File: src/rtl/binfo_pkg.sv
// binfo_pkg: shared types and constants of the bencode info range finder.
// Used by binfo_scan, bencode_info_range_finder and binfo_checker.
`default_nettype none

package binfo_pkg;

  // Result field widths, fixed by the output format
  localparam int unsigned OUT_W    = 24;
  localparam int unsigned STATUS_W = 2;

  // Result status codes
  localparam logic [STATUS_W-1:0] STATUS_FOUND     = 2'd0;
  localparam logic [STATUS_W-1:0] STATUS_NOT_FOUND = 2'd1;
  localparam logic [STATUS_W-1:0] STATUS_MALFORMED = 2'd2;

  // Scanner modes
  localparam int unsigned MODE_W = 3;
  localparam logic [MODE_W-1:0] MODE_OPEN = 3'd0; // expect the opening 'd'
  localparam logic [MODE_W-1:0] MODE_ITEM = 3'd1; // key or value type byte
  localparam logic [MODE_W-1:0] MODE_LEN  = 3'd2; // decimal string length
  localparam logic [MODE_W-1:0] MODE_BODY = 3'd3; // string body
  localparam logic [MODE_W-1:0] MODE_INT  = 3'd4; // integer body up to 'e'
  localparam logic [MODE_W-1:0] MODE_TAIL = 3'd5; // top dictionary closed

  // Bencode syntax bytes
  localparam logic [7:0] CH_DICT  = 8'h64; // 'd'
  localparam logic [7:0] CH_LIST  = 8'h6c; // 'l'
  localparam logic [7:0] CH_INT   = 8'h69; // 'i'
  localparam logic [7:0] CH_END   = 8'h65; // 'e'
  localparam logic [7:0] CH_COLON = 8'h3a; // ':'
  localparam logic [7:0] CH_ZERO  = 8'h30; // '0'
  localparam logic [7:0] CH_NINE  = 8'h39; // '9'

  // The key being searched for
  localparam int unsigned KEY_LEN = 4;

  function automatic logic [7:0] key_char(input logic [1:0] idx);
    logic [7:0] c;
    case (idx)
      2'd0:    c = 8'h69; // 'i'
      2'd1:    c = 8'h6e; // 'n'
      2'd2:    c = 8'h66; // 'f'
      default: c = 8'h6f; // 'o'
    endcase
    return c;
  endfunction

  // One result as produced by the scanner
  typedef struct packed {
    logic                valid;
    logic [STATUS_W-1:0] status;
    logic [OUT_W-1:0]    info_begin;
    logic [OUT_W-1:0]    info_end;
  } result_t;

endpackage

`default_nettype wire

File: src/rtl/binfo_scan.sv
// binfo_scan: bencode byte scanner; holds the parse state and gives at most
// one result per byte. Depends on binfo_pkg.
`default_nettype none

module binfo_scan #(
  parameter int unsigned OFFSET_BITS = 24,
  parameter int unsigned DEPTH_BITS  = 8
) (
  input  wire logic              clk_i,
  input  wire logic              rst_ni,
  input  wire logic              step_i,   // process one byte this cycle
  input  wire logic [7:0]        byte_i,
  input  wire logic              first_i,
  input  wire logic              last_i,
  output binfo_pkg::result_t     result_o
);

  localparam int unsigned LEN_W = OFFSET_BITS + 4;

  localparam logic [OFFSET_BITS-1:0] OFF_MAX   = {OFFSET_BITS{1'b1}};
  localparam logic [DEPTH_BITS-1:0]  DEPTH_MAX = {DEPTH_BITS{1'b1}};
  localparam logic [DEPTH_BITS-1:0]  DEPTH_ONE = DEPTH_BITS'(1);
  localparam logic [OFFSET_BITS-1:0] OFF_ONE   = OFFSET_BITS'(1);
  localparam logic [OFFSET_BITS-1:0] KEY_LEN_O = OFFSET_BITS'(binfo_pkg::KEY_LEN);
  localparam logic [2:0]             KEY_LEN_C = 3'(binfo_pkg::KEY_LEN);

  logic [OFFSET_BITS-1:0]      offset_q, offset_d;
  logic [DEPTH_BITS-1:0]       depth_q, depth_d;
  logic [binfo_pkg::MODE_W-1:0] mode_q, mode_d;
  logic [OFFSET_BITS-1:0]      len_q, len_d;
  logic [OFFSET_BITS-1:0]      left_q, left_d;
  logic [2:0]                  match_q, match_d;
  logic                        mismatch_q, mismatch_d;
  logic                        key_q, key_d;
  logic                        capture_q, capture_d;
  logic [OFFSET_BITS-1:0]      start_q, start_d;
  logic                        done_q, done_d;

  logic                        is_digit;
  logic [3:0]                  digit;
  logic [LEN_W-1:0]            len_wide;
  logic [OFFSET_BITS-1:0]      off;
  logic                        str_end;
  logic                        val_end;
  logic                        res_v;
  logic                        res_found;
  logic [binfo_pkg::STATUS_W-1:0] res_st;

  assign is_digit = (byte_i >= binfo_pkg::CH_ZERO) && (byte_i <= binfo_pkg::CH_NINE);
  assign digit    = 4'(byte_i - binfo_pkg::CH_ZERO);
  // len * 10 + digit, wide enough to see the overflow
  assign len_wide = (LEN_W'(len_q) << 3) + (LEN_W'(len_q) << 1) + LEN_W'(digit);

  always_comb begin
    // a first byte restarts from the reset state
    if (first_i) begin
      offset_d   = '0;
      depth_d    = '0;
      mode_d     = binfo_pkg::MODE_OPEN;
      len_d      = '0;
      left_d     = '0;
      match_d    = '0;
      mismatch_d = 1'b0;
      key_d      = 1'b0;
      capture_d  = 1'b0;
      start_d    = '0;
      done_d     = 1'b0;
    end else begin
      offset_d   = offset_q;
      depth_d    = depth_q;
      mode_d     = mode_q;
      len_d      = len_q;
      left_d     = left_q;
      match_d    = match_q;
      mismatch_d = mismatch_q;
      key_d      = key_q;
      capture_d  = capture_q;
      start_d    = start_q;
      done_d     = done_q;
    end
    off       = offset_d;
    str_end   = 1'b0;
    val_end   = 1'b0;
    res_v     = 1'b0;
    res_found = 1'b0;
    res_st    = binfo_pkg::STATUS_MALFORMED;

    if (!done_d) begin
      if (mode_d != binfo_pkg::MODE_TAIL && off == OFF_MAX) begin
        res_v = 1'b1; // offset overflow
      end else begin
        case (mode_d)
          binfo_pkg::MODE_OPEN: begin
            if (byte_i == binfo_pkg::CH_DICT) begin
              depth_d    = DEPTH_ONE;
              key_d      = 1'b1;
              match_d    = '0;
              mismatch_d = 1'b0;
              mode_d     = binfo_pkg::MODE_ITEM;
            end else begin
              res_v = 1'b1;
            end
          end
          binfo_pkg::MODE_ITEM: begin
            if (key_d) begin
              if (byte_i == binfo_pkg::CH_END) begin
                depth_d = '0;
                mode_d  = binfo_pkg::MODE_TAIL;
              end else if (is_digit) begin
                len_d  = OFFSET_BITS'(digit);
                mode_d = binfo_pkg::MODE_LEN;
              end else begin
                res_v = 1'b1;
              end
            end else if (byte_i == binfo_pkg::CH_DICT || byte_i == binfo_pkg::CH_LIST) begin
              if (depth_d == DEPTH_MAX) begin
                res_v = 1'b1; // depth overflow
              end else begin
                depth_d = depth_d + DEPTH_ONE;
              end
            end else if (byte_i == binfo_pkg::CH_INT) begin
              mode_d = binfo_pkg::MODE_INT;
            end else if (is_digit) begin
              len_d  = OFFSET_BITS'(digit);
              mode_d = binfo_pkg::MODE_LEN;
            end else if (byte_i == binfo_pkg::CH_END && depth_d > DEPTH_ONE) begin
              depth_d = depth_d - DEPTH_ONE;
              val_end = (depth_d == DEPTH_ONE);
            end else begin
              res_v = 1'b1; // bad type byte
            end
          end
          binfo_pkg::MODE_LEN: begin
            if (is_digit) begin
              len_d = len_wide[OFFSET_BITS-1:0];
              if (len_wide[LEN_W-1:OFFSET_BITS] != '0) begin
                res_v = 1'b1; // length overflow
              end
            end else if (byte_i == binfo_pkg::CH_COLON) begin
              left_d = len_d;
              if (key_d && len_d != KEY_LEN_O) begin
                mismatch_d = 1'b1;
              end
              if (len_d == '0) begin
                str_end = 1'b1;
              end else begin
                mode_d = binfo_pkg::MODE_BODY;
              end
            end else begin
              res_v = 1'b1; // missing ':'
            end
          end
          binfo_pkg::MODE_BODY: begin
            if (key_d) begin
              if (match_d < KEY_LEN_C && byte_i == binfo_pkg::key_char(match_d[1:0])) begin
                match_d = match_d + 3'd1;
              end else begin
                mismatch_d = 1'b1;
              end
            end
            left_d  = left_d - OFF_ONE;
            str_end = (left_d == '0);
          end
          binfo_pkg::MODE_INT: begin
            val_end = (byte_i == binfo_pkg::CH_END);
          end
          default: begin
          end
        endcase
      end

      // end of a string: a key, or a value that ends
      if (str_end) begin
        if (key_d) begin
          if (!mismatch_d && match_d == KEY_LEN_C) begin
            capture_d = 1'b1;
            start_d   = off + OFF_ONE;
          end
          key_d  = 1'b0;
          mode_d = binfo_pkg::MODE_ITEM;
        end else begin
          val_end = 1'b1;
        end
      end

      // end of a value; at the top level this is either the info value or
      // the cue to read the next key
      if (val_end) begin
        mode_d = binfo_pkg::MODE_ITEM;
        if (depth_d == DEPTH_ONE) begin
          if (capture_d) begin
            res_v     = 1'b1;
            res_found = 1'b1;
            res_st    = binfo_pkg::STATUS_FOUND;
          end else begin
            key_d      = 1'b1;
            match_d    = '0;
            mismatch_d = 1'b0;
          end
        end
      end

      if (!res_v) begin
        if (mode_d != binfo_pkg::MODE_TAIL) begin
          offset_d = off + OFF_ONE;
        end
        if (last_i) begin
          res_v  = 1'b1;
          res_st = (mode_d == binfo_pkg::MODE_TAIL) ? binfo_pkg::STATUS_NOT_FOUND
                                                    : binfo_pkg::STATUS_MALFORMED;
        end
      end
      if (res_v) begin
        done_d = 1'b1;
      end
    end

    result_o.valid      = res_v;
    result_o.status     = res_st;
    result_o.info_begin = res_found ? binfo_pkg::OUT_W'(start_d) : '0;
    result_o.info_end   = res_found ? binfo_pkg::OUT_W'(off + OFF_ONE) : '0;
  end

  always_ff @(posedge clk_i or negedge rst_ni) begin
    if (!rst_ni) begin
      offset_q   <= '0;
      depth_q    <= '0;
      mode_q     <= binfo_pkg::MODE_OPEN;
      len_q      <= '0;
      left_q     <= '0;
      match_q    <= '0;
      mismatch_q <= 1'b0;
      key_q      <= 1'b0;
      capture_q  <= 1'b0;
      start_q    <= '0;
      done_q     <= 1'b0;
    end else if (step_i) begin
      offset_q   <= offset_d;
      depth_q    <= depth_d;
      mode_q     <= mode_d;
      len_q      <= len_d;
      left_q     <= left_d;
      match_q    <= match_d;
      mismatch_q <= mismatch_d;
      key_q      <= key_d;
      capture_q  <= capture_d;
      start_q    <= start_d;
      done_q     <= done_d;
    end
  end

endmodule

`default_nettype wire

File: src/rtl/bencode_info_range_finder.sv
// bencode_info_range_finder: top level; input register, scanner and result
// register with stream handshakes. Depends on binfo_pkg and binfo_scan.
//
//  channel  | dir | tdata                     | tuser        | tlast
//  s_axis   | in  | [7:0] data_byte           | first_byte   | last_byte
//  m_axis   | out | [23:0] info_begin,        | [1:0] status | -
//           |     | [47:24] info_end          |              |
//
// One byte per cycle, sustained while the result register is not stalled: a
// byte is parsed by the scanner while it sits in the input register, and its
// result, if any, is loaded into the result register as the scanner takes it.
// The parse state update is a loop through the scanner's own registers.
// Reset is asynchronous, active low, and also leaves the scanner waiting for
// the opening 'd'. A stalled result register holds the scanner and, once the
// input register is full, drops s_axis_tready_o; both sides stall freely.
`default_nettype none

module bencode_info_range_finder #(
  parameter int unsigned OFFSET_BITS = 24, // 16..32, offset counter width
  parameter int unsigned DEPTH_BITS  = 8   // 4..16, nesting depth counter width
) (
  input  wire logic        clk_i,
  input  wire logic        rst_ni,
  // byte stream
  input  wire logic        s_axis_tvalid_i,
  output      logic        s_axis_tready_o,
  input  wire logic [7:0]  s_axis_tdata_i,   // [7:0] data_byte
  input  wire logic        s_axis_tuser_i,   // [0] first_byte
  input  wire logic        s_axis_tlast_i,   // last_byte
  // result stream
  output      logic        m_axis_tvalid_o,
  input  wire logic        m_axis_tready_i,
  output      logic [47:0] m_axis_tdata_o,   // [23:0] info_begin, [47:24] info_end
  output      logic [1:0]  m_axis_tuser_o    // [1:0] status
);

  // input register
  logic       in_valid_q;
  logic [7:0] in_byte_q;
  logic       in_first_q;
  logic       in_last_q;

  // result register
  logic                               out_valid_q;
  logic [binfo_pkg::STATUS_W-1:0]     out_status_q;
  logic [binfo_pkg::OUT_W-1:0]        out_begin_q;
  logic [binfo_pkg::OUT_W-1:0]        out_end_q;

  logic               advance;   // scanner takes the held byte this cycle
  logic               s_take;
  binfo_pkg::result_t scan_res;

  assign advance         = in_valid_q && (!out_valid_q || m_axis_tready_i);
  assign s_axis_tready_o = !in_valid_q || advance;
  assign s_take          = s_axis_tvalid_i && s_axis_tready_o;

  always_ff @(posedge clk_i or negedge rst_ni) begin
    if (!rst_ni) begin
      in_valid_q <= 1'b0;
    end else if (s_axis_tready_o) begin
      in_valid_q <= s_axis_tvalid_i;
    end
  end

  // payload needs no reset
  always_ff @(posedge clk_i) begin
    if (s_take) begin
      in_byte_q  <= s_axis_tdata_i;
      in_first_q <= s_axis_tuser_i;
      in_last_q  <= s_axis_tlast_i;
    end
  end

  binfo_scan #(
    .OFFSET_BITS (OFFSET_BITS),
    .DEPTH_BITS  (DEPTH_BITS)
  ) u_scan (
    .clk_i    (clk_i),
    .rst_ni   (rst_ni),
    .step_i   (advance),
    .byte_i   (in_byte_q),
    .first_i  (in_first_q),
    .last_i   (in_last_q),
    .result_o (scan_res)
  );

  always_ff @(posedge clk_i or negedge rst_ni) begin
    if (!rst_ni) begin
      out_valid_q <= 1'b0;
    end else if (advance) begin
      out_valid_q <= scan_res.valid;
    end else if (m_axis_tready_i) begin
      out_valid_q <= 1'b0;
    end
  end

  always_ff @(posedge clk_i) begin
    if (advance && scan_res.valid) begin
      out_status_q <= scan_res.status;
      out_begin_q  <= scan_res.info_begin;
      out_end_q    <= scan_res.info_end;
    end
  end

  assign m_axis_tvalid_o = out_valid_q;
  assign m_axis_tdata_o  = {out_end_q, out_begin_q};
  assign m_axis_tuser_o  = out_status_q;

endmodule

`default_nettype wire

File: config.mk
export PLATFORM = sky130hd
export DESIGN_NAME = bencode_info_range_finder
export DESIGN_NICKNAME = d
export VERILOG_FILES = /design/src/rtl/binfo_pkg.sv /design/src/rtl/binfo_scan.sv /design/src/rtl/bencode_info_range_finder.sv
export SDC_FILE = /design/constraint.sdc
export NUM_CORES = 1
export LEC_CHECK = 0
export BUFFER_PORTS_ARGS = -buffer_cell sky130_fd_sc_hd__buf_2
export CORE_MARGIN = 5
export CORE_UTILIZATION = 55
export DETAILED_ROUTE_END_ITERATION = 16
export PLACE_DENSITY = 0.73
export SYNTH_ARGS = -nofsm -noshare
export SYNTH_HDL_FRONTEND = slang
export SYNTH_SLANG_ARGS = --single-unit
File: constraint.sdc
create_clock -name clk_i -period 13.55 [get_ports clk_i]
set_input_delay 0.6775 -clock clk_i [delete_from_list [all_inputs] [get_ports clk_i]]
set_output_delay 0.6775 -clock clk_i [all_outputs]
set_load 0.02 [all_outputs]
After elaboration in Yosys (flattened, before gate mapping)
Cells that the tools add are included.
Widths: inputs -> output; s select.

operators by class
  div/mod/pow operators = 0
  $mul = 0
  $add $sub $neg = 8
  multiplexer cells = 154
  shift-type cells = 0
  reduce and logical (&&, ||, !) cells = 21
  equality and inequality tests = 21
  magnitude comparators = 4
  bitwise gates (word level) = 0

operator list
  kind                   count
  $mux 24                23
  $mux 8                 16
  $pmux 24 s2            2
  $mux 3                 26
  $mux 1                 73
  $logic_not 24->1       2
  $eq 8x7->1 const B     4
  $add 27x25->28         1
  $add 28x4->28          1
  $add 24x1->24 const B  1
  $eq 24x24->1 const B   1
  $ne 24x3->1 const B    1
  $sub 24x1->24 const B  1
  $eq 8x1->1 const B     2
  $pmux 8 s2             1
  $mux 2                 6
  $pmux 4 s3             1
  $eq 3x3->1 const B     3
  $logic_and 1x1->1      9
  $pmux 3 s3             1
  $add 8x1->8 const B    1
  $eq 8x6->1 const B     1
  $eq 8x8->1             1
  $eq 8x8->1 const B     1
  other kinds (21)       29

storage, ports and cells
  input bits = 14
  latch bits = 0
  register bits after elaboration = 176
  memories = 0
  logic and storage cells = 227
  ROM bits = 0
  output and inout port bits = 52
  memory bits (writable) = 0

Longest topological paths before layout
Gate-level depths: netlist of run 1.

  depth in word-level cells = 28
  mapped depth = 23
  mapped depth without buffers = 14

Modules after synthesis
Synthesis of run 1 repeated with hierarchy kept, for this count alone.

unflattened totals
  cells, all modules = 1434
  area, all modules = 12615.8 um^2

modules (own cells, without submodules)
  module                     instances  area an instance (um^2)  cells an instance  sequential area each (um^2)
  binfo_scan                 1          10705.3                  1364               2852.7
  bencode_info_range_finder  1          1910.6                   70                 1851.8

Least setup slack after synthesis of run 1
Ideal clock, no wire load.

  path type = register to register
  from = register in_first_q
  to = register out_status_q, in the netlist m_axis_tuser_o[0], enable pin
  data required time = 13.092 ns
  period minus slack after synthesis = 7.284 ns
  slack = 6.266 ns
  arrival time = 6.826 ns
  stages on the path, launching flop included = 21
  setup time = 0.458 ns
  path buffers = 7
  cells stage by stage = edfxtp_1 -> clkbuf_1 -> buf_2 -> inv_1 -> clkbuf_1 -> clkbuf_1 -> buf_1 -> buf_1 -> nand2_1 -> ha_1 -> buf_2 -> nor4b_2 -> nor2_1 -> o21ai_0 -> nor4_1 -> nand4_1 -> or4b_1 -> o211a_1 -> o311ai_4 -> nor2_1 -> nor2_1

between the ends
  cells in the longest elaborated chain, start to end = 28
  elaborated cells between the ends (all ways) = 111
  those cells by class = 4 x add/sub; 2 x order compare; 14 x eq/ne; 80 x mux; 11 x reduce/logical

RTL lines
  element                             RTL line                         text
  from (decl)                         bencode_info_range_finder.sv:40  logic in_first_q;
  from (signal assigned)              bencode_info_range_finder.sv:69  in_first_q <= s_axis_tuser_i;
  $mux 3                              binfo_scan.sv:56                 if (first_i) begin
  $eq 2x2->1 (tied with other cells)  binfo_pkg.sv:39                  case (idx)
  $pmux 4 s3                          binfo_pkg.sv:39
  $mux 8                              binfo_scan.sv:154                if (key_d) begin
  $mux 8                              binfo_scan.sv:92                 case (mode_d)
  $mux 8                              binfo_scan.sv:89                 if (mode_d != binfo_pkg::MODE_TAIL && off == OFF_MAX) begin
  $mux 8                              binfo_scan.sv:88                 if (!done_d) begin
  $eq 8x8->1                          binfo_scan.sv:155                if (match_d < KEY_LEN_C && byte_i == binfo_pkg::key_char(match_d[1:0])) begin
  [... 12 more ...]                   n/a
  $mux 1                              binfo_scan.sv:191                if (capture_d) begin
  $mux 1                              binfo_scan.sv:190                if (depth_d == DEPTH_ONE) begin
  $mux 1                              binfo_scan.sv:188                if (val_end) begin
  $mux 1                              binfo_scan.sv:88
  $mux 1                              binfo_scan.sv:203                if (!res_v) begin
  $mux 1                              binfo_scan.sv:88
  $mux 1 *                            binfo_scan.sv:88
  $logic_and 1x1->1 *                 bencode_info_range_finder.sv:98  if (advance && scan_res.valid) begin
  to (signal assigned)                bencode_info_range_finder.sv:99  out_status_q <= scan_res.status;
  to (decl)                           bencode_info_range_finder.sv:45  logic [binfo_pkg::STATUS_W-1:0] out_status_q;

Every way passes the cells marked *; elsewhere a longest branch is shown, timed or not. The select of a mux whose other input is x is not followed.
A chain may end at the register's enable or synchronous reset.

Worst setup path in the final report of run 1
  from = register in_first_q
  to = register out_begin_q[18] (netlist bit), enable pin

between the ends
  cells in the longest elaborated chain, start to end = 28
  elaborated cells between the ends (all ways) = 111
  those cells by class = 4 x add/sub; 2 x order compare; 14 x eq/ne; 80 x mux; 11 x reduce/logical

RTL lines
  element                             RTL line                          text
  $mux 3                              binfo_scan.sv:56
  $eq 2x2->1 (tied with other cells)  binfo_pkg.sv:39
  $pmux 4 s3                          binfo_pkg.sv:39
  $mux 8                              binfo_scan.sv:154
  $mux 8                              binfo_scan.sv:92
  $mux 8                              binfo_scan.sv:89
  $mux 8                              binfo_scan.sv:88
  $eq 8x8->1                          binfo_scan.sv:155
  [... 12 more ...]                   n/a
  $mux 1                              binfo_scan.sv:191
  $mux 1                              binfo_scan.sv:190
  $mux 1                              binfo_scan.sv:188
  $mux 1                              binfo_scan.sv:88
  $mux 1                              binfo_scan.sv:203
  $mux 1                              binfo_scan.sv:88
  $mux 1 *                            binfo_scan.sv:88
  $logic_and 1x1->1 *                 bencode_info_range_finder.sv:98
  to (signal assigned)                bencode_info_range_finder.sv:100  out_begin_q <= scan_res.info_begin;
  to (decl)                           bencode_info_range_finder.sv:46   logic [binfo_pkg::OUT_W-1:0] out_begin_q;

Marked as above.

==> flow_summary.json, run 1 <==
{
  "clock_skew_ns": 0.0143,
  "holdWs_ns": 0.351,
  "seq_area_frac_synth_pct": 37.3,
  "vias": 11771,
  "grt_pass1_wl_mm": 60.5,
  "ios": 66,
  "crit_fanout": 130,
  "hold_class": "in -> async",
  "drt-wirelength-per-cell_um": 21.2,
  "layout_common_cells": "nand2_1 (160), nor2_1 (119), dfrtp_1 (116)",
  "vias_per_cell": 6.70,
  "core-area_um2": 22600,
  "layout-drive-gt1-share_pct": 9.79,
  "clk_pin_slew_ns": 0.08,
  "finalPower_uw": 1410,
  "dieArea_um2": 26100,
  "die_w_um": 161,
  "fmax_ghz": 0.165,
  "period_minus_slack_ns": 6.05,
  "die_y_um": 161,
  "drv_cap": 0,
  "mostFrequentLayoutCell": "nand2_1",
  "drt_iter0_markers": 1081,
  "ant_nets": 0,
  "syn_area_um2": 12600,
  "area_delta_synth_final_pct": 8.29,
  "synth.net_count": 1526,
  "ir_drop_mv": 0.0686,
  "p_leak_uw": 0.00545,
  "n_antenna_cell": 0,
  "end_kind": "flip-flop",
  "first_pass_iters": 7,
  "max_slew.worst_pin.slew_ns": 1.15,
  "nFillCells": 1980,
  "cp-start-kind": "flip-flop",
  "setup_viol": 0,
  "cts_num_sinks": 176,
  "cts_tree": "built",
  "synth_seq_cells": 176,
  "globalplace.congestion": 0.955,
  "relSlewSlack_pct": 22.5,
  "synth.avg_cell_area_um2": 8.68,
  "setup-tns-final_ns": 0,
  "nets": 1531,
  "synth_flop_cell": "dfrtp_1",
  "grt-ovfl-total": 0,
  "cts.repair.resized": 0,
  "grt_pass1_vias": 11194,
  "ys_warn_count": 0,
  "cp.required_ns": 13.62,
  "portBuffers": 65,
  "worstSkewPairLatency_ns": 0.45,
  "period_share_pct": 44.6,
  "rsz0062_at_grt": "no",
  "power_density_nw_per_um2": 104,
  "drc": 0,
  "grt_max_degree": 131,
  "place_hpwl_mm": 26.6,
  "ctsHoldBuffers": 0,
  "rows": 55,
  "final_hold_viol_count": 0,
  "antenna_found_initial": 0,
  "wl_mm": 37.3,
  "ys_types": 93,
  "synthArstFlopShare_pct": 65.9,
  "htree_levels": 4,
  "place_ws_ns": 7.54,
  "reg2reg_setup_slack_ns": 7.50,
  "initial_core_util_pct": 55.7,
  "cts_setup_buffers": 0,
  "track_usage_pct": 28.5,
  "slew_violations": 0,
  "synth_cells": 1453,
  "ctsLongestPathBuffers": 2,
  "status": "complete, no violations",
  "synth_edf_count": 60,
  "worstSetupPathType": "reg -> reg",
  "cts_buffers": 17,
  "fin_ws_ns": 7.50,
  "arrival_ns": 6.12,
  "cts_root_buf": "clkbuf_16"
}
[cell type report]
type                    count  area (um^2)  share of cell area, %
multi-input cells        1140         7360                   53.9
inverters                  46          173                   1.26
repair buffers             77          430                   3.15
well taps                 285          357                   2.61
clock buffers              17          425                   3.12
flip-flops and latches    176         4700                   34.5
clock inverters            15          206                   1.51
[cell usage after synthesis (18+ instances only)]
cell / n / area (um^2)
nor3_1: 46 / 230
nand3_1: 52 / 260
o21ai_0: 99 / 495
edfxtp_1: 60 / 1800
nand2_1: 161 / 604
nor2b_1: 29 / 181
o211ai_1: 18 / 135
ha_1: 57 / 713
xnor2_1: 38 / 333
nand4_1: 28 / 175
a21oi_1: 82 / 410
nor4_1: 27 / 169
inv_1: 46 / 173
a22o_1: 28 / 245
buf_2: 19 / 95.1
nor2_1: 121 / 454
clkbuf_1: 60 / 225
dfrtp_1: 116 / 2900
[final timing paths]
kind,start,end,depth (start not counted)
worst min-delay path,rst_ni,u_scan.depth_q[7],1
worst min register to register,u_scan.start_q[20],u_scan.start_q[20],2
worst max-delay path,in_first_q,out_begin_q[18],16
min in group clk_i,s_axis_tlast_i,in_last_q,1
max in group asynchronous,rst_ni,u_scan.left_q[17],2
worst max register to register,in_first_q,out_begin_q[18],16
[layer usage]
metal | vias to the layer above | share of wire [%] | track usage, %
met1 | 5683 | 42 | 39.1
met4 | 0 | 2.9 | 9.93
li1 | 5477 | - | -
met3 | 79 | 7.0 | 3.73
met5 | - | 0 | 0
met2 | 532 | 48 | 46.8
[worst max-delay path, stage by stage, from the launching register on]
cell and delay, ns:
edfxtp_1 0.38, buf_12 0.44, inv_1 0.11, buf_4 0.33, nand2_1 0.21, ha_1 0.39
nor4b_2 0.36, nor2_1 0.25, o31a_1 0.37, nor4_1 0.38, nand4_1 0.12, or4b_1 0.53
o211a_1 0.34, o311ai_4 0.51, nor2_1 0.20, nor2_4 0.13, buf_4 0.51
[power breakdown]
part | switching, uW | internal [uW] | total, uW
clock | 263 | 254 | 517
sequential | 47.9 | 603 | 651
combinational | 168 | 77.2 | 245
total | 479 | 935 | 1410
[logic make-up after synthesis]
family	share of synthesized area [%]
compound gates	23.5
fa+ha+maj	5.97
simple gates	23.8
mux	1.28
buf+inv	4.48
flops	37.3
xor+xnor	3.61
[state kept, by name (all words and copies together) (netlist names), 2 cells and up]
| signal | count |
|---|---|
| u_scan.len_q | 24 |
| u_scan.mode_q | 3 |
| out_end_q | 24 |
| out_begin_q | 24 |
| u_scan.left_q | 24 |
| u_scan.offset_q | 24 |
| u_scan.depth_q | 8 |
| u_scan.start_q | 24 |
| in_byte_q | 8 |
| u_scan.match_q | 3 |
| m_axis_tuser_o | 2 |
[stage by stage]
stage               utilization, %  cells  area (um^2)
finish                        60.3   1756        13700
global route                  60.3   1756        13700
CTS                           60.3   1756        13700
detailed placement            57.5   1724        13000
global placement              57.5   1724        13000
floorplan                        -   1453        12600
(Power assumes the default switching activity.)
==> run 2, diff against run 1 <==
--- a/config.mk
+++ b/config.mk
@@ -9,7 +9,7 @@
 export CORE_MARGIN = 5
 export CORE_UTILIZATION = 55
 export DETAILED_ROUTE_END_ITERATION = 16
-export PLACE_DENSITY = 0.73
+export PLACE_DENSITY = 0.76
 export SYNTH_ARGS = -nofsm -noshare
 export SYNTH_HDL_FRONTEND = slang
 export SYNTH_SLANG_ARGS = --single-unit
==> constraint.sdc (replaced) <==
create_clock -name clk_i -period 5.3 [get_ports clk_i]
set_input_delay 0.265 -clock clk_i [delete_from_list [all_inputs] [get_ports clk_i]]
set_output_delay 0.265 -clock clk_i [all_outputs]
set_load 0.02 [all_outputs]
==> run 2 against run 1 <==
Final area up 2.5%. Core utilization up 1.5 points. Hold slack worse by 0.33 ns. Clock power up 140%. Die area unchanged. Combinational power rose to 2.6 times the previous value. Critical path type unchanged.
==> flow_summary.json, run 2 (synthesis gave the netlist of run 1 again) <==
{
  "slew_violations": 0,
  "ant_nets": 0,
  "drt_iter0_markers": 1072,
  "swShare_pct": 33.2,
  "worstSkewPairLatency_ns": 0.45,
  "drv_cap": 0,
  "setup_viol": 0,
  "fin_ws_ns": 0.279,
  "period_minus_slack_ns": 5.02,
  "relSlewSlack_pct": 32.1,
  "ctsLongestPathBuffers": 2,
  "p_int_uw": 2380,
  "final_hold_viol_count": 0,
  "arrival_ns": 5.36,
  "cts_tree": "built",
  "setup-tns-final_ns": 0,
  "p_sw_uw": 1180,
  "stdcell_area_um2": 14000,
  "globalplace.congestion": 0.978,
  "antenna_found_initial": 0,
  "drc": 0,
  "rows": 55,
  "seqPwrFrac_pct": 46.7,
  "comb_power_share_pct": 18.1,
  "hold_class": "in -> reg",
  "critical-path-slowest-cell": "fa_1",
  "cts_num_sinks": 176,
  "initial_core_util_pct": 55.7,
  "ir_drop_mv": 0.245,
  "layout-drive-gt1-share_pct": 12.2,
  "die_w_um": 161,
  "portBuffers": 65,
  "cp.required_ns": 5.64,
  "clock_skew_ns": 0.0225,
  "worstSetupPathType": "reg -> reg",
  "vias_per_cell": 6.67,
  "grt-ovfl-total": 0,
  "vias": 11983,
  "placed_area_um2": 13300,
  "reg2reg_setup_slack_ns": 0.28,
  "cp-start-kind": "flip-flop",
  "core-area_um2": 22600,
  "ff_latch_area_um2": 4700,
  "layout_common_cells": "nand2_1 (160), dfrtp_1 (116), nor2_1 (115)",
  "area_delta_synth_final_pct": 11.0,
  "final-instance-count-excl-fill": 1797,
  "mostFrequentLayoutCell": "nand2_1",
  "critical_path_buf_inv_count": 4,
  "crit_fanout": 9,
  "worstPathCellList": "inv_1, fa_1, inv_1, ha_1, a211oi_1, o21ai_0, a31oi_1, o21a_1, o21ai_0, a2111o_1, o311ai_1, buf_4, o311ai_4, buf_4, or4_1, o311ai_1",
  "power_density_nw_per_um2": 254,
  "critical_path.top_delay_family": "compound AO/OA/AOI/OAI gates",
  "track_usage_pct": 28.2,
  "n_antenna_cell": 0,
  "place_hpwl_mm": 26.3,
  "p_leak_uw": 0.00562,
  "max_stage_delay_ns": 0.62,
  "cts_buffers": 17,
  "max_slew.worst_pin.slew_ns": 1.02,
  "ios": 66,
  "htree_levels": 4,
  "wl_mm": 37.0,
  "grt_max_degree": 117,
  "dp.cells": 1752,
  "status": "complete, no violations",
  "period_share_pct": 94.7,
  "end_kind": "flip-flop",
  "grt_pass1_vias": 11391,
  "first_pass_iters": 5,
  "fmax_ghz": 0.199,
  "clkPwrFrac_pct": 35.1,
  "grt_pass1_wl_mm": 60.2,
  "multi_input_area_um2": 7400,
  "die_y_um": 161,
  "drt-wirelength-per-cell_um": 20.6,
  "rsz0062_at_grt": "no",
  "nets": 1572,
  "place_ws_ns": 0.217,
  "clk_pin_slew_ns": 0.08,
  "dieArea_um2": 26100,
  "cts_root_buf": "clkbuf_16",
  "nFillCells": 1966
}
-- run 2: worst paths after layout --
path	start	end	cells after the start
min in group asynchronous	rst_ni	u_scan.depth_q[7]	2
hold / removal	s_axis_tuser_i	in_first_q	1
max in group asynchronous	rst_ni	u_scan.left_q[20]	3
setup / recovery	in_byte_q[3]	u_scan.offset_q[5]	16
setup reg to reg	in_byte_q[3]	u_scan.offset_q[5]	16
hold reg to reg	u_scan.start_q[10]	u_scan.start_q[10]	2
-- run 2: what timing repair did --
action | 4_1_cts | 5_1_grt
buffers inserted | 0 | 3
resized for setup | 0 | 2
hold endpoints to repair | 64 | 0
hold buffers | 10 | 0
endpoints found under the setup margin | 0 | 73
-- run 2: worst reg2reg max path: stages (launching register included) --
cell and delay (ns):
edfxtp_1 0.51, inv_1 0.13, fa_1 0.62, inv_1 0.06, ha_1 0.30, a211oi_1 0.34, o21ai_0 0.24, a31oi_1 0.36
o21a_1 0.15, o21ai_0 0.18, a2111o_1 0.44, o311ai_1 0.30, buf_4 0.21, o311ai_4 0.13, buf_4 0.21, or4_1 0.50
o311ai_1 0.23
-- run 2: layer usage --
metal | global-route usage (%) | wire length [um] | vias to the layer above
li1 | - | - | 5560
met1 | 38.2 | 15500 | 5703
met2 | 46.8 | 17300 | 638
met3 | 3.80 | 3170 | 82
met4 | 9.73 | 1010 | 0
met5 | 0 | 0 | -
-- run 2: metrics by stage --
stage,hold WS [ns],util [%],total power (uW)
detailed placement,0.383,58.7,2320
finish,0.0163,61.8,3560
global placement,0.384,58.7,2300
floorplan,-0.0306,-,2100
CTS,0.00338,61.7,3560
global route,0.00823,61.8,3700
-- run 2: final cells by class --
cell class,count,share of cell area (%)
multi-input cells,1140,52.9
well taps,285,2.55
clock inverters,14,1.04
clock buffers,18,3.07
repair buffers,118,5.63
inverters,46,1.26
flip-flops and latches,176,33.6
-- run 2: power groups by stage --
| stage | logic [uW] | registers, uW | clock network [uW] |
|---|---|---|---|
| floorplan | 388 | 1710 | 0 |
| global route | 705 | 1680 | 1320 |
| global placement | 621 | 1680 | 0 |
| detailed placement | 632 | 1680 | 0 |
| finish | 646 | 1660 | 1250 |
| CTS | 642 | 1660 | 1260 |
==> run 3, diff against run 2 <==
--- a/config.mk
+++ b/config.mk
@@ -5,11 +5,12 @@
 export SDC_FILE = /design/constraint.sdc
 export NUM_CORES = 1
 export LEC_CHECK = 0
+export ABC_AREA = 1
 export BUFFER_PORTS_ARGS = -buffer_cell sky130_fd_sc_hd__buf_2
 export CORE_MARGIN = 5
 export CORE_UTILIZATION = 55
 export DETAILED_ROUTE_END_ITERATION = 16
-export PLACE_DENSITY = 0.76
+export PLACE_DENSITY = 0.75
 export SYNTH_ARGS = -nofsm -noshare
 export SYNTH_HDL_FRONTEND = slang
 export SYNTH_SLANG_ARGS = --single-unit
==> run 3 against run 2 <==
The flow now finishes with violations (negative hold slack). Wire length grew 7.2%. Power grew 130%. Synthesized cell count grew 35%. Clock-buffer cell count shrank 1. Clock power grew 8%. Clock skew shrank 0.0090 ns. Final area grew 7.7%. Critical endpoint is now out_begin_q[4]. Largest cell class unchanged.
==> flow_summary.json, run 3 <==
{
  "grt-ovfl-total": 0,
  "cts_setup_buffers": 0,
  "place_hpwl_mm": 28.4,
  "area_delta_synth_final_pct": 9.32,
  "setup_viol": 0,
  "yosys.area_share.simple_pct": 30.8,
  "drv_cap": 0,
  "synth_flop_cell": "dfrtp_1",
  "final_hold_viol_count": 56,
  "track_usage_pct": 28.0,
  "synth_edf_count": 60,
  "ff_latch_area_um2": 4700,
  "fmax_ghz": 0.219,
  "htree_levels": 4,
  "synth_cells": 1962,
  "place_ws_ns": 0.767,
  "vias_per_cell": 5.79,
  "layout_common_cells": "nand2_1 (465), inv_1 (246), nor2_1 (228)",
  "period_share_pct": 86.3,
  "crit_fanout": 50,
  "dieArea_um2": 28300,
  "drt-wirelength-per-cell_um": 16.9,
  "period_minus_slack_ns": 4.57,
  "worstPathCellList": "inv_2, fa_1, inv_1, ha_1, nand4_1, o211a_1, o21ai_0, nand3_1, nand3_1, nand2_1, nand2_1, nand3_1, nand2_1, nand2_1, nor2_2, nand2_2, o21ai_0, nor2_4, buf_4",
  "nets": 2079,
  "clock_skew_ns": 0.0134,
  "clk_pin_slew_ns": 0.08,
  "rows": 58,
  "synthArstFlopShare_pct": 65.9,
  "final-instance-count-excl-fill": 2349,
  "grt_max_degree": 70,
  "relSlewSlack_pct": 37.6,
  "yosys.cell_count.top_type": "nand2_1",
  "synth-compound-area-share_pct": 16.5,
  "hold_class": "in -> async",
  "grt_pass1_wl_mm": 65.7,
  "status": "complete, but fails checks",
  "ys_types": 59,
  "mostFrequentLayoutCell": "nand2_1",
  "critical-path-slowest-cell": "fa_1",
  "max_slew.worst_pin.slew_ns": 0.936,
  "cts_num_sinks": 176,
  "wl_mm": 39.7,
  "cts_root_buf": "clkbuf_16",
  "stdcell_area_um2": 15100,
  "worstSkewPairLatency_ns": 0.44,
  "cts_buffers": 17,
  "holdWs_ns": -0.0322,
  "dp.cells": 2307,
  "first_pass_iters": 8,
  "end_kind": "flip-flop",
  "drt_iter0_markers": 1323,
  "ios": 66,
  "seq_area_frac_synth_pct": 34.1,
  "violations": "negative hold slack",
  "ir_drop_mv": 0.620,
  "synth.avg_cell_area_um2": 7.03,
  "synth_seq_cells": 176,
  "slew_violations": 0,
  "cts_tree": "built",
  "synth-xor-area-share_pct": 3.11,
  "synth_commonest_cells": "nand2_1 (466), inv_1 (246), nor2_1 (230)",
  "globalplace.congestion": 0.982,
  "rsz0062_at_grt": "no",
  "nFillCells": 2316,
  "cp-start-kind": "flip-flop",
  "synth.net_count": 2035,
  "die_w_um": 168,
  "arrival_ns": 4.69,
  "power_density_nw_per_um2": 542,
  "core-area_um2": 25000,
  "n_antenna_cell": 0,
  "ys_top_cells_by_area": "dfrtp_1 (21%), edfxtp_1 (13%), nand2_1 (13%)",
  "initial_core_util_pct": 55.2,
  "vias": 13590,
  "antenna_found_initial": 0,
  "critical_path_buf_inv_count": 3,
  "ant_nets": 0,
  "worstSetupPathType": "reg -> reg",
  "synth_top_area_cell": "dfrtp_1",
  "finalPower_uw": 8180,
  "multi_input_area_um2": 7730,
  "die_y_um": 168,
  "layout-drive-gt1-share_pct": 10.3,
  "synthMuxAreaShare_pct": 0,
  "path_common_cell": "nand2_1",
  "drc": 0,
  "max_stage_delay_ns": 0.59,
  "cp.required_ns": 5.42,
  "synthAdderAreaFrac_pct": 5.46,
  "fin_ws_ns": 0.726,
  "grt_pass1_vias": 12926,
  "setup-tns-final_ns": 0,
  "p_leak_uw": 0.00700,
  "syn_area_um2": 13800,
  "placed_area_um2": 14300,
  "synth_top_family_by_area": "simple AND/OR/NAND/NOR gates",
  "synth_top_area_share_pct": 21.1,
  "portBuffers": 65,
  "ys_warn_count": 0,
  "critical_path.top_delay_family": "simple AND/OR/NAND/NOR gates",
  "ctsLongestPathBuffers": 2
}
==> run 3: metal layers <==
layer | wire length, um | share of wire, % | up-vias | global-route usage (%)
met3 | 2920 | 7.3 | 100 | 3.43
met4 | 1070 | 2.7 | 0 | 9.39
li1 | - | - | 6627 | -
met1 | 17200 | 43 | 6262 | 38.2
met2 | 18600 | 47 | 601 | 46.3
met5 | 0 | 0 | - | 0
==> run 3: path summary, 6_finish.rpt <==
path | from | end | slack (ns) | cells past startpoint
min in group clk_i | s_axis_tvalid_i | in_valid_q | 0.04 | 3
min | rst_ni | u_scan.len_q[17] | -0.03 | 1
max reg2reg | in_byte_q[3] | out_begin_q[4] | 0.73 | 19
min reg2reg | u_scan.offset_q[19] | u_scan.offset_q[19] | 0.49 | 2
max in group asynchronous | rst_ni | u_scan.key_q | 4.11 | 2
max | in_byte_q[3] | out_begin_q[4] | 0.73 | 19
==> run 3: per-stage QoR <==
step                utilization (%)  hold slack, ns
floorplan                         -         -0.0306
global placement               57.4           0.442
detailed placement             57.4           0.443
CTS                            60.3        0.000106
global route                   60.4          0.0547
finish                         60.4         -0.0322
==> run 3: kinds of logic after synthesis <==
family	Yosys count
and+or+nand+nor	958
AOI/OAI and AO/OA	386
buffers and inverters	334
DFF	176
adders and majority gates	59
xor gates and xnor gates	49
==> run 3: cell type report <==
class | instances | area share [%]
Multi-Input combinational cell | 1452 | 51.3
Timing Repair Buffer | 96 | 3.97
Clock buffer | 17 | 2.82
Inverter | 263 | 6.58
Sequential cell | 176 | 31.2
Clock inverter | 15 | 1.38
Tap cell | 330 | 2.74
==> run 3: what timing repair did <==
item,4_1_cts,5_1_grt
endpoints found under the hold margin,9,1
setup endpoints to repair,0,0
hold buffers,9,1
gates resized for setup,0,0
==> run 3: power breakdown <==
group          leakage, uW  internal [uW]  switching [uW]  total (uW)
registers          0.00206           1810             366        2170
logic              0.00464           1530            3120        4650
clock network     0.000307            692             658        1350
